--- src/rtl/fpd_pkg.sv ---
`timescale 1ns / 1ps
// ----------------------------------------------------------------------------
// fpd_pkg: shared types and constants of the fan pid controller
// widths, register indexes, command codes and controller gains
// ----------------------------------------------------------------------------
package fpd_pkg;

  localparam int TEMP_W  = 8;
  localparam int LEVEL_W = 14;
  localparam int CMD_W   = 2;
  localparam int INTEG_W = 7;
  localparam int ERR_W   = 9;
  localparam int SUM_W   = 11;
  localparam int DRIVE_W = 18;
  localparam int CFG_IDX_W  = 2;
  localparam int CFG_DATA_W = 14;

  localparam logic [CFG_IDX_W-1:0] REG_TARGET_TEMP   = 2'd0;
  localparam logic [CFG_IDX_W-1:0] REG_MANUAL_HOLD   = 2'd1;
  localparam logic [CFG_IDX_W-1:0] REG_AUTO_ENABLE   = 2'd2;
  localparam logic [CFG_IDX_W-1:0] REG_MIN_START_PWM = 2'd3;

  localparam logic [CMD_W-1:0] CMD_NONE      = 2'd0;
  localparam logic [CMD_W-1:0] CMD_SET_SPEED = 2'd1;
  localparam logic [CMD_W-1:0] CMD_STOP      = 2'd2;

  localparam logic [TEMP_W-1:0]  TARGET_RESET    = 8'd25;
  localparam logic [LEVEL_W-1:0] MIN_START_RESET = 14'd3000;
  localparam logic [LEVEL_W-1:0] PWM_FULL        = 14'd10000;
  localparam logic [INTEG_W-1:0] INT_LIMIT       = 7'd100;

  localparam logic signed [DRIVE_W-1:0] KP = 18'sd200;
  localparam logic signed [DRIVE_W-1:0] KI = 18'sd10;
  localparam logic signed [DRIVE_W-1:0] KD = 18'sd25;

  typedef logic [TEMP_W-1:0]  temp_t;
  typedef logic [LEVEL_W-1:0] level_t;
  typedef logic [CMD_W-1:0]   cmd_t;

endpackage

--- src/rtl/fpd_if.sv ---
`timescale 1ns / 1ps
// ----------------------------------------------------------------------------
// fpd_in_if / fpd_out_if: sample and command channels
// valid/ready channels carrying the temperature sample and the pwm result
// ----------------------------------------------------------------------------
interface fpd_in_if;
  import fpd_pkg::*;
  logic  valid;
  logic  ready;
  temp_t temp_sample;
  modport source (output valid, output temp_sample, input ready);
  modport sink   (input valid, input temp_sample, output ready);
endinterface

interface fpd_out_if;
  import fpd_pkg::*;
  logic   valid;
  logic   ready;
  level_t drive_level;
  cmd_t   command;
  logic   fan_running;
  modport source (output valid, output drive_level, output command, output fan_running,
                  input ready);
  modport sink   (input valid, input drive_level, input command, input fan_running,
                  output ready);
endinterface

--- src/rtl/fan_pid_with_deadband.sv ---
`timescale 1ns / 1ps
// ----------------------------------------------------------------------------
// fan_pid_with_deadband: fan speed pid controller with deadband
// positional pid on whole-degree samples, integral clamp, pwm command result
// ----------------------------------------------------------------------------
// channel   | dir | payload
// ----------+-----+------------------------------------------------
// in_ch     | in  | temp_sample
// out_ch    | out | drive_level, command, fan_running
// cfg_*     | in  | write port: target_temp, manual_hold, auto_enable,
//           |     | min_start_pwm
//
// one transaction per cycle sustained while out_ch is ready; a sample passes
// the sample register, then the pid pass into the result register
// the sample register holds one transaction while the result is stalled
// rst sets the configuration registers to their defaults and clears the controller state
module fan_pid_with_deadband (
  input  logic                          clk,
  input  logic                          rst,
  input  logic                          cfg_we,
  input  logic [fpd_pkg::CFG_IDX_W-1:0]  cfg_index,
  input  logic [fpd_pkg::CFG_DATA_W-1:0] cfg_data,
  fpd_in_if.sink                         in_ch,
  fpd_out_if.source                      out_ch
);
  import fpd_pkg::*;

  temp_t  target_temp;
  logic   manual_hold;
  logic   auto_enable;
  level_t min_start_pwm;

  logic [INTEG_W-1:0]      integral_sum;
  logic signed [ERR_W-1:0] last_error;
  logic                    fan_on;

  logic  smp_vld;
  temp_t smp;

  logic   res_vld;
  level_t res_level;
  cmd_t   res_cmd;
  logic   res_fan;

  logic advance;

  logic signed [ERR_W-1:0]   err;
  logic signed [SUM_W-1:0]   sum_raw;
  logic [INTEG_W-1:0]        integ_clamped;
  logic signed [DRIVE_W-1:0] drive;
  level_t                    drive_clamped;
  level_t                    start;

  logic [INTEG_W-1:0]      integral_sum_next;
  logic signed [ERR_W-1:0] last_error_next;
  logic                    fan_on_next;
  level_t                  level_next;
  cmd_t                    cmd_next;

  assign advance      = smp_vld && (!res_vld || out_ch.ready);
  assign in_ch.ready  = !smp_vld || advance;

  assign out_ch.valid       = res_vld;
  assign out_ch.drive_level = res_level;
  assign out_ch.command     = res_cmd;
  assign out_ch.fan_running = res_fan;

  always_ff @(posedge clk) begin
    if (rst) begin
      target_temp   <= TARGET_RESET;
      manual_hold   <= 1'b0;
      auto_enable   <= 1'b1;
      min_start_pwm <= MIN_START_RESET;
    end else if (cfg_we) begin
      case (cfg_index)
        REG_TARGET_TEMP:   target_temp   <= cfg_data[TEMP_W-1:0];
        REG_MANUAL_HOLD:   manual_hold   <= cfg_data[0];
        REG_AUTO_ENABLE:   auto_enable   <= cfg_data[0];
        REG_MIN_START_PWM: min_start_pwm <= cfg_data[LEVEL_W-1:0];
        default: ;
      endcase
    end
  end

  // pid pass
  always_comb begin
    err     = $signed({1'b0, smp}) - $signed({1'b0, target_temp});
    sum_raw = $signed({{(SUM_W-INTEG_W){1'b0}}, integral_sum})
            + $signed({{(SUM_W-ERR_W-1){err[ERR_W-1]}}, err, 1'b0});
    if (sum_raw > $signed(SUM_W'(INT_LIMIT))) begin
      integ_clamped = INT_LIMIT;
    end else if (sum_raw < 0) begin
      integ_clamped = '0;
    end else begin
      integ_clamped = sum_raw[INTEG_W-1:0];
    end
    drive = DRIVE_W'(err) * KP
          + $signed({{(DRIVE_W-INTEG_W){1'b0}}, integ_clamped}) * KI
          + (DRIVE_W'(err) - DRIVE_W'(last_error)) * KD;
    if (drive < 0) begin
      drive_clamped = '0;
    end else if (drive > $signed(DRIVE_W'(PWM_FULL))) begin
      drive_clamped = PWM_FULL;
    end else begin
      drive_clamped = drive[LEVEL_W-1:0];
    end
    start = (min_start_pwm > PWM_FULL) ? PWM_FULL : min_start_pwm;
    if (drive_clamped != '0 && drive_clamped < start) begin
      drive_clamped = start;
    end

    integral_sum_next = integral_sum;
    last_error_next   = last_error;
    fan_on_next       = fan_on;
    level_next        = '0;
    cmd_next          = CMD_NONE;
    if (manual_hold || !auto_enable) begin
      cmd_next = CMD_NONE;
    end else if (err == 0) begin
      integral_sum_next = '0;
      if (fan_on) begin
        cmd_next    = CMD_STOP;
        fan_on_next = 1'b0;
      end
    end else begin
      integral_sum_next = integ_clamped;
      last_error_next   = err;
      if (drive_clamped != '0) begin
        level_next  = drive_clamped;
        cmd_next    = CMD_SET_SPEED;
        fan_on_next = 1'b1;
      end else if (fan_on) begin
        cmd_next    = CMD_STOP;
        fan_on_next = 1'b0;
      end
    end
  end

  always_ff @(posedge clk) begin
    if (rst) begin
      smp_vld      <= 1'b0;
      res_vld      <= 1'b0;
      integral_sum <= '0;
      last_error   <= '0;
      fan_on       <= 1'b0;
    end else begin
      if (in_ch.valid && in_ch.ready) begin
        smp_vld <= 1'b1;
      end else if (advance) begin
        smp_vld <= 1'b0;
      end
      if (advance) begin
        res_vld      <= 1'b1;
        integral_sum <= integral_sum_next;
        last_error   <= last_error_next;
        fan_on       <= fan_on_next;
      end else if (out_ch.ready) begin
        res_vld <= 1'b0;
      end
    end
  end

  always_ff @(posedge clk) begin
    if (in_ch.valid && in_ch.ready) begin
      smp <= in_ch.temp_sample;
    end
    if (advance) begin
      res_level <= level_next;
      res_cmd   <= cmd_next;
      res_fan   <= fan_on_next;
    end
  end

  a_integ_range: assert property (@(posedge clk) disable iff (rst)
    integral_sum <= INT_LIMIT)
    else $error("integral outside clamp range");

  a_level_cmd: assert property (@(posedge clk) disable iff (rst)
    res_vld |-> ((res_level != '0) == (res_cmd == CMD_SET_SPEED)))
    else $error("drive level disagrees with command");

  a_fan_flag: assert property (@(posedge clk) disable iff (rst)
    res_vld |-> (res_fan == fan_on))
    else $error("fan flag differs from controller state");

  a_stall_hold: assert property (@(posedge clk) disable iff (rst)
    (res_vld && !out_ch.ready && smp_vld) |-> !in_ch.ready)
    else $error("sample accepted while both stages full");

endmodule
--- src/flat_wrapper.sv ---
// flat-port wrapper written by rule: the top's interface ports become plain ports
module fan_pid_with_deadband_flat import fpd_pkg::*;
  (clk, rst, cfg_we, cfg_index, cfg_data, in_ch_valid, in_ch_temp_sample, in_ch_ready, out_ch_valid, out_ch_drive_level, out_ch_command, out_ch_fan_running, out_ch_ready);
  fpd_in_if in_ch_i ();
  fpd_out_if out_ch_i ();
  input  logic clk;
  input  logic rst;
  input  logic cfg_we;
  input  logic [fpd_pkg::CFG_IDX_W-1:0] cfg_index;
  input  logic [fpd_pkg::CFG_DATA_W-1:0] cfg_data;
  input wire logic [$bits(in_ch_i.valid)-1:0] in_ch_valid;
  input wire logic [$bits(in_ch_i.temp_sample)-1:0] in_ch_temp_sample;
  output wire logic [$bits(in_ch_i.ready)-1:0] in_ch_ready;
  output wire logic [$bits(out_ch_i.valid)-1:0] out_ch_valid;
  output wire logic [$bits(out_ch_i.drive_level)-1:0] out_ch_drive_level;
  output wire logic [$bits(out_ch_i.command)-1:0] out_ch_command;
  output wire logic [$bits(out_ch_i.fan_running)-1:0] out_ch_fan_running;
  input wire logic [$bits(out_ch_i.ready)-1:0] out_ch_ready;
  assign in_ch_i.valid = in_ch_valid;
  assign in_ch_i.temp_sample = in_ch_temp_sample;
  assign in_ch_ready = in_ch_i.ready;
  assign out_ch_valid = out_ch_i.valid;
  assign out_ch_drive_level = out_ch_i.drive_level;
  assign out_ch_command = out_ch_i.command;
  assign out_ch_fan_running = out_ch_i.fan_running;
  assign out_ch_i.ready = out_ch_ready;
  fan_pid_with_deadband u_core (.clk(clk), .rst(rst), .cfg_we(cfg_we), .cfg_index(cfg_index), .cfg_data(cfg_data), .in_ch(in_ch_i), .out_ch(out_ch_i));
endmodule
--- config.mk ---
export PLATFORM = sky130hd
export DESIGN_NAME = fan_pid_with_deadband_flat
export DESIGN_NICKNAME = d
export VERILOG_FILES = /design/src/rtl/fpd_pkg.sv /design/src/rtl/fpd_if.sv /design/src/rtl/fan_pid_with_deadband.sv /design/src/flat_wrapper.sv
export SDC_FILE = /design/constraint.sdc
export NUM_CORES = 1
export LEC_CHECK = 0
export ABC_AREA = 1
export BUFFER_PORTS_ARGS = -buffer_cell sky130_fd_sc_hd__buf_2
export CORE_MARGIN = 4
export CORE_UTILIZATION = 40
export DETAILED_ROUTE_END_ITERATION = 8
export HOLD_SLACK_MARGIN = 0.03
export PLACE_DENSITY_LB_ADDON = 0.12
export SYNTH_ARGS = -nofsm -noshare
export SYNTH_HDL_FRONTEND = slang
export SYNTH_SLANG_ARGS = --single-unit
--- constraint.sdc ---
create_clock -name clk -period 10.47 [get_ports clk]
set_input_delay 1.5705 -clock clk [delete_from_list [all_inputs] [get_ports clk]]
set_output_delay 1.5705 -clock clk [all_outputs]
set_load 0.03 [all_outputs]
After elaboration in Yosys (flattened, before gate mapping)
Cells that the tools add are included.
- input bits: 29
- register bits: 68
- logic and storage cells: 72
- output and inout port bits: 19
- add/subtract/negate cells: 5
- magnitude comparators: 6
- reductions and logical operators: 22
- $mul: 3
- bitwise logic cells: 3
- multiplexer cells: 17
- equality and inequality tests: 3
- operators with widths (kind ; count):
    2-to-1 mux 14 bit ; 4
    adder 18 bit ; 2
    zero test 32 bit ; 1
    nonzero test 14 bit ; 2
    2-to-1 mux 7 bit ; 3
    greater-than comparator 18 x 15 -> 1 bit, second input constant ; 1
    < comparator 18 x 1 -> 1 bit, second input constant ; 1
    multiplier 18 x 6 -> 18 bit, second input constant ; 1
    multiplier 9 x 6 -> 15 bit, second input constant ; 1
    greater-than comparator 14 bit, second input constant ; 1
    < comparator 14 bit ; 1
    adder 8 x 10 -> 11 bit ; 1
    greater-than comparator 11 x 8 -> 1 bit, second input constant ; 1
    < comparator 11 x 1 -> 1 bit, second input constant ; 1
    multiplier 7 x 3 -> 10 bit, second input constant ; 1
    AND reduction 2 bit ; 5
    subtractor 9 x 9 -> 10 bit ; 1
    subtractor 8 x 8 -> 9 bit ; 1
    2-to-1 mux 1 bit ; 7
    2-to-1 mux 2 bit ; 3
    equality test 2 bit, second input constant ; 2
    nonzero test 2 bit ; 2
    logical AND 1 bit ; 3
    zero test 1 bit ; 3
    6 further kinds ; 10

Longest topological paths before layout
- word-level depth: 18
- gate-level depth with buffers: 67
- depth with buffers taken out: 65

Least setup slack after synthesis
Ideal clock, no wire load.
- path kind: reg-to-reg
- start: reg u_core.smp[0]
- end: reg u_core.res_fan (netlist: u_core.out_ch.fan_running) (data pin)
- required time: 10218 ps
- cell stages (with the launch flop): 61
- clock period less this slack: 9205 ps
- data arrival time: 8953 ps
- setup time: 252 ps
- setup slack: 1265 ps
- buffers on the path: 2
- cells stage by stage: edfxtp_1 inv_1 ha_1 inv_1 fa_1 xor2_1 ha_1 a21oi_1 and2_1 inv_1 a21oi_1 o21bai_1 nand2_1 a21oi_1 nand2_1 xor2_1 inv_1 nor3_1 (+25 left out) nor2_4 inv_1 nor2_1 ha_1 a21oi_1 nor2_1 a211oi_1 o221ai_1 a21oi_4 nand2_4 buf_6 o21ai_2 nand3_1 nor2_1 nand2_2 nand2_4 buf_12 nand2_2
- cells in the longest elaborated chain, start to end: 18
- elaborated cells between the ends (all ways): 25
- classes of those cells: add/sub: 5; mul: 3; order compare: 5; mux: 8; reduce/logical: 4
- RTL lines (what ; line ; source):
    start: declaration ; fan_pid_with_deadband.sv:38 ; temp_t smp;
    start signal: assignment ; fan_pid_with_deadband.sv:165 ; smp <= in_ch.temp_sample;
    subtractor 8 x 8 -> 9 bit (*) ; fan_pid_with_deadband.sv:87 ; err = $signed({1'b0, smp}) - $signed({1'b0, target_temp});
    named net u_core.err[2] ; fan_pid_with_deadband.sv:47 ; logic signed [ERR_W-1:0] err;
    adder 8 x 10 -> 11 bit ; fan_pid_with_deadband.sv:89 ; + $signed({{(SUM_W-ERR_W-1){err[ERR_W-1]}}, err, 1'b0});
    < comparator 11 x 1 -> 1 bit ; fan_pid_with_deadband.sv:92 ; end else if (sum_raw < 0) begin
    2-to-1 mux 7 bit ; fan_pid_with_deadband.sv:92 ;
    2-to-1 mux 7 bit ; fan_pid_with_deadband.sv:90 ; if (sum_raw > $signed(SUM_W'(INT_LIMIT))) begin
    multiplier 7 x 3 -> 10 bit ; fan_pid_with_deadband.sv:98 ; + $signed({{(DRIVE_W-INTEG_W){1'b0}}, integ_clamped}) * KI
    adder 18 bit ; fan_pid_with_deadband.sv:98 ;
    (+4 left out) ; -- ;
    < comparator 14 bit / nonzero test 14 bit (equally long branches) ; fan_pid_with_deadband.sv:108 ; if (drive_clamped != '0 && drive_clamped < start) begin
    logical AND 1 bit ; fan_pid_with_deadband.sv:108 ;
    2-to-1 mux 14 bit ; fan_pid_with_deadband.sv:108 ;
    nonzero test 14 bit ; fan_pid_with_deadband.sv:128 ; if (drive_clamped != '0) begin
    2-to-1 mux 1 bit ; fan_pid_with_deadband.sv:128 ;
    2-to-1 mux 1 bit (*) ; fan_pid_with_deadband.sv:119 ; end else if (err == 0) begin
    2-to-1 mux 1 bit (*) ; fan_pid_with_deadband.sv:117 ; if (manual_hold || !auto_enable) begin
    named net u_core.fan_on_next ; fan_pid_with_deadband.sv:56 ; logic fan_on_next;
    end signal: assignment ; fan_pid_with_deadband.sv:170 ; res_fan <= fan_on_next;
    end: declaration ; fan_pid_with_deadband.sv:43 ; logic res_fan;
The timed path passes the listed nets; every way through them passes the cells marked *.
A chain may end at the register's enable or synchronous reset.

Worst setup path in the final report
- start: reg u_core.smp[0]
- end: reg u_core.res_level[7] (netlist: u_core.out_ch.drive_level[7]) (data pin)
- cells in the longest elaborated chain, start to end: 17
- elaborated cells between the ends (all ways): 24
- classes of those cells: add/sub: 5; mul: 3; order compare: 5; mux: 5; bitwise: 1; reduce/logical: 5
- RTL lines (what ; line ; source):
    subtractor 8 x 8 -> 9 bit (*) ; fan_pid_with_deadband.sv:87 ;
    named net u_core.err[2] ; fan_pid_with_deadband.sv:47 ;
    adder 8 x 10 -> 11 bit ; fan_pid_with_deadband.sv:89 ;
    < comparator 11 x 1 -> 1 bit ; fan_pid_with_deadband.sv:92 ;
    2-to-1 mux 7 bit ; fan_pid_with_deadband.sv:92 ;
    2-to-1 mux 7 bit ; fan_pid_with_deadband.sv:90 ;
    multiplier 7 x 3 -> 10 bit ; fan_pid_with_deadband.sv:98 ;
    adder 18 bit ; fan_pid_with_deadband.sv:98 ;
    (+2 left out) ; -- ;
    2-to-1 mux 14 bit ; fan_pid_with_deadband.sv:102 ; end else if (drive > $signed(DRIVE_W'(PWM_FULL))) begin
    2-to-1 mux 14 bit ; fan_pid_with_deadband.sv:100 ; if (drive < 0) begin
    < comparator 14 bit / nonzero test 14 bit (equally long branches) ; fan_pid_with_deadband.sv:108 ;
    logical AND 1 bit ; fan_pid_with_deadband.sv:108 ;
    2-to-1 mux 14 bit ; fan_pid_with_deadband.sv:108 ;
    nonzero test 14 bit ; fan_pid_with_deadband.sv:128 ;
    inverter 1 bit (no line) ; -- ;
    OR reduction 3 bit (no line) ; -- ;
    end signal: assignment ; fan_pid_with_deadband.sv:168 ; res_level <= level_next;
    end: declaration ; fan_pid_with_deadband.sv:41 ; level_t res_level;
Marked as above.

==> flow_summary.yaml <==
timing:
  hold_viol: 0
  fin_crit_ns: 9.75
  clock_skew_ns: 0.00491
  tightest_slew_ns: 1.01
  drv_slew: 0
  setup_viol: 0
  relSlewSlack: 0.320
  max_freq_ghz: 0.103
  post-route-period-util: 0.932
floorplan:
  die-area_mm2: 0.0214
  initial_core_util: 0.409
  die_y_um: 146
  fp.dieW_um: 146
  core_mm2: 0.0188
  io_pins: 48
  rows: 50
critical_path:
  path_delay_family: "adder cells"
  required_ns: 10.55
  r2r_slack_ns: 0.72
  worst-path-stages: 60
  crit_buf_inv: 11
  end_kind: "flip-flop"
  slowest_stage: "fa_1"
  worstSetupPathType: "reg -> reg"
  crit_arrival_ns: 9.84
  crit_path_start_kind: "flip-flop"
  worstPathMaxFanout: 8
  slowest_delay_ns: 0.54
  reg2reg_depth: 60
  cp_common_cell: "inv_1"
yosys:
  yosys_warnings: 0
  netlist.area_leader.share: 0.207
  syn_avg_cell_area_um2: 7.55
  async_reset_ff_frac: 0
  yosys-top-cells-area: "ha_1 (21%), dfxtp_1 (11%), inv_1 (10%)"
  ys_seq_elements: 68
  synth_area_mm2: 0.00767
  seq_area_frac_synth: 0.210
  synth_cell_types: 47
  synth_nets: 1208
  yosysTopAreaCell: "ha_1"
  netlist_instances: 1016
  synth_ff_type: "dfxtp_1"
  synth_edf_count: 25
global_route:
  grt_pass1_vias: 6025
  grt_pass1_wl_um: 29600
  grt_usage: 0.168
  antenna_found_initial: 0
  grt-ovfl-total: 0
  grt_max_degree: 30
place:
  port_buffers: 47
  dpl_cell_area_mm2: 0.00817
  post-dp-hpwl_um: 15100
  place.gp.congestion: 0.867
  dp.cells: 1291
routing:
  met2_length_um: 8300
  dr_wl_met3_um: 436
  wl_um: 17900
  vias: 6348
  vias_per_cell: 4.81
  top_layer_used: "met4"
  wl_met1_um: 9130
  ant_nets: 0
  drt-initial-drc-count: 248
  avgRoutedWirePerCell_um: 13.6
  drc_errors: 0
  dr.pass1.iters: 4
clocking:
  cts_buffers: 9
  cts.sinks: 68
  clkTransAtPathRegs_ns: 0.05
  cts_hold_buf: 0
  cts_tree: "yes"
  cts-root-buf: "clkbuf_16"
  cts_buffer_depth: 2
  h-tree-depth: 3
  clk_latency_ns: 0.33
flow_run:
  drv_cap: 0
finish:
  design_area_mm2: 0.00865
  antenna_cells: 0
  num-fill-cells: 1895
  num-nets-final: 1273
  drive_above_1_share: 0.137
  final_util: 0.461
  finalNonFillerCells: 1320
  area_growth_pct: 12.9
worst_hold_path:
  hp-class: "reg -> reg"
  hold_depth: 2
run_status:
  status: "completed"
[final cells by class]
class,instances,area (um^2),share of cell area
inverter,219,822,0.0950
tap,234,293,0.0338
sequential,68,1610,0.186
timing repair buffer,65,370,0.0428
clock buffer,10,229,0.0265
multi-input combinational,718,5270,0.609
clock inverter,6,55.1,0.00636
[metal layers]
layer | vias to the layer above | GRT usage
met2 | 65 | 0.277
met3 | 9 | 0.0251
met1 | 2884 | 0.240
met4 | 0 | 0.0212
met5 | - | 0
li1 | 3390 | -
[tightest hold or removal path, cell delays in order, from the launching register on]
cell and delay, ns:
dfxtp_1 0.29, inv_1 0.06, a21oi_1 0.06
[Yosys cell counts (all sizes together) (2+ instances only)]
cell type,n
fa,36
clkbuf,8
a211oi,4
a31oi,4
xnor2,14
xor2,26
nor2,63
nand2,217
edfxtp,25
inv,215
nor3,7
nand3b,5
o31ai,2
clkinv,4
dfxtp,43
a21oi,81
buf,4
o21ai,40
ha,127
o21bai,7
nand3,57
nand4,13
o211ai,2
nor4,5
[per-stage QoR]
| stage | TNS [ns] | hold slack (ns) | setup WS (ns) |
|---|---|---|---|
| 3_5_place_dp | 0 | 0.461 | 0.0743 |
| 6_report | 0 | 0.463 | 0.716 |
| 5_1_grt | -0.157 | 0.489 | -0.0223 |
| 2_1_floorplan | 0 | 0.433 | 1.26 |
| 4_1_cts | 0 | 0.468 | 0.0246 |
| 3_3_place_gp | 0 | 0.453 | 0.0971 |
[worst paths after layout]
kind                                      start                                         end
max                     u_core.smp[0]$_DFFE_PP_  u_core.out_ch.drive_level[7]$_SDFFCE_PP0P_
max reg2reg             u_core.smp[0]$_DFFE_PP_  u_core.out_ch.drive_level[7]$_SDFFCE_PP0P_
min reg2reg  u_core.target_temp[7]$_SDFFE_PP0P_          u_core.target_temp[7]$_SDFFE_PP0P_
min          u_core.target_temp[7]$_SDFFE_PP0P_          u_core.target_temp[7]$_SDFFE_PP0P_
[sequential cells by signal, summed over array words and instances, names as in the netlist]
register	flops
u_core.manual_hold	1
u_core.auto_enable	1
u_core.target_temp	8
u_core.fan_on	1
u_core.min_start_pwm	14
u_core.out_ch.drive_level	14
u_core.out_ch.valid	1
u_core.integral_sum	7
u_core.last_error	9
u_core.out_ch.fan_running	1
u_core.out_ch.command	2
u_core.smp_vld	1
u_core.smp	8
[cells by family (layout without fill, tap and decap cells)]
| kind of cell | after synthesis | count (layout) | share of synthesized area |
|---|---|---|---|
| fa+ha+maj | 163 | 163 | 0.301 |
| flops | 68 | 68 | 0.210 |
| simple gates | 369 | 370 | 0.218 |
| xor+xnor | 40 | 40 | 0.0467 |
| buf+inv | 231 | 300 | 0.117 |
| compound gates | 145 | 145 | 0.107 |
[timing repair]
item,in CTS,in global routing
buffers inserted,0,12
resized for setup,0,21
setup endpoints to repair,0,18
[placed cells by master (no fill, tap or decap), drive strengths merged]
cell      instances
a211oi            4
a21o              1
a21oi            81
a311oi            1
a31o              1
a31oi             4
and2              1
buf              65
bufinv            1
clkbuf           10
clkinv            8
clkinvlp          1
dfxtp            43
edfxtp           25
fa               36
ha              127
inv             215
nand2           218
nand3            57
nand3b            5
nand4            13
nor2             63
nor3              7
nor4              5
o2111ai           1
o211ai            2
o21ai            40
o21bai            7
o221ai            1
o31ai             2
or2               1
xnor2            14
xor2             26
Power is left out: the tool's default activity adds up to more than one toggle a clock period on the data nets, which glitch-free logic cannot reach.
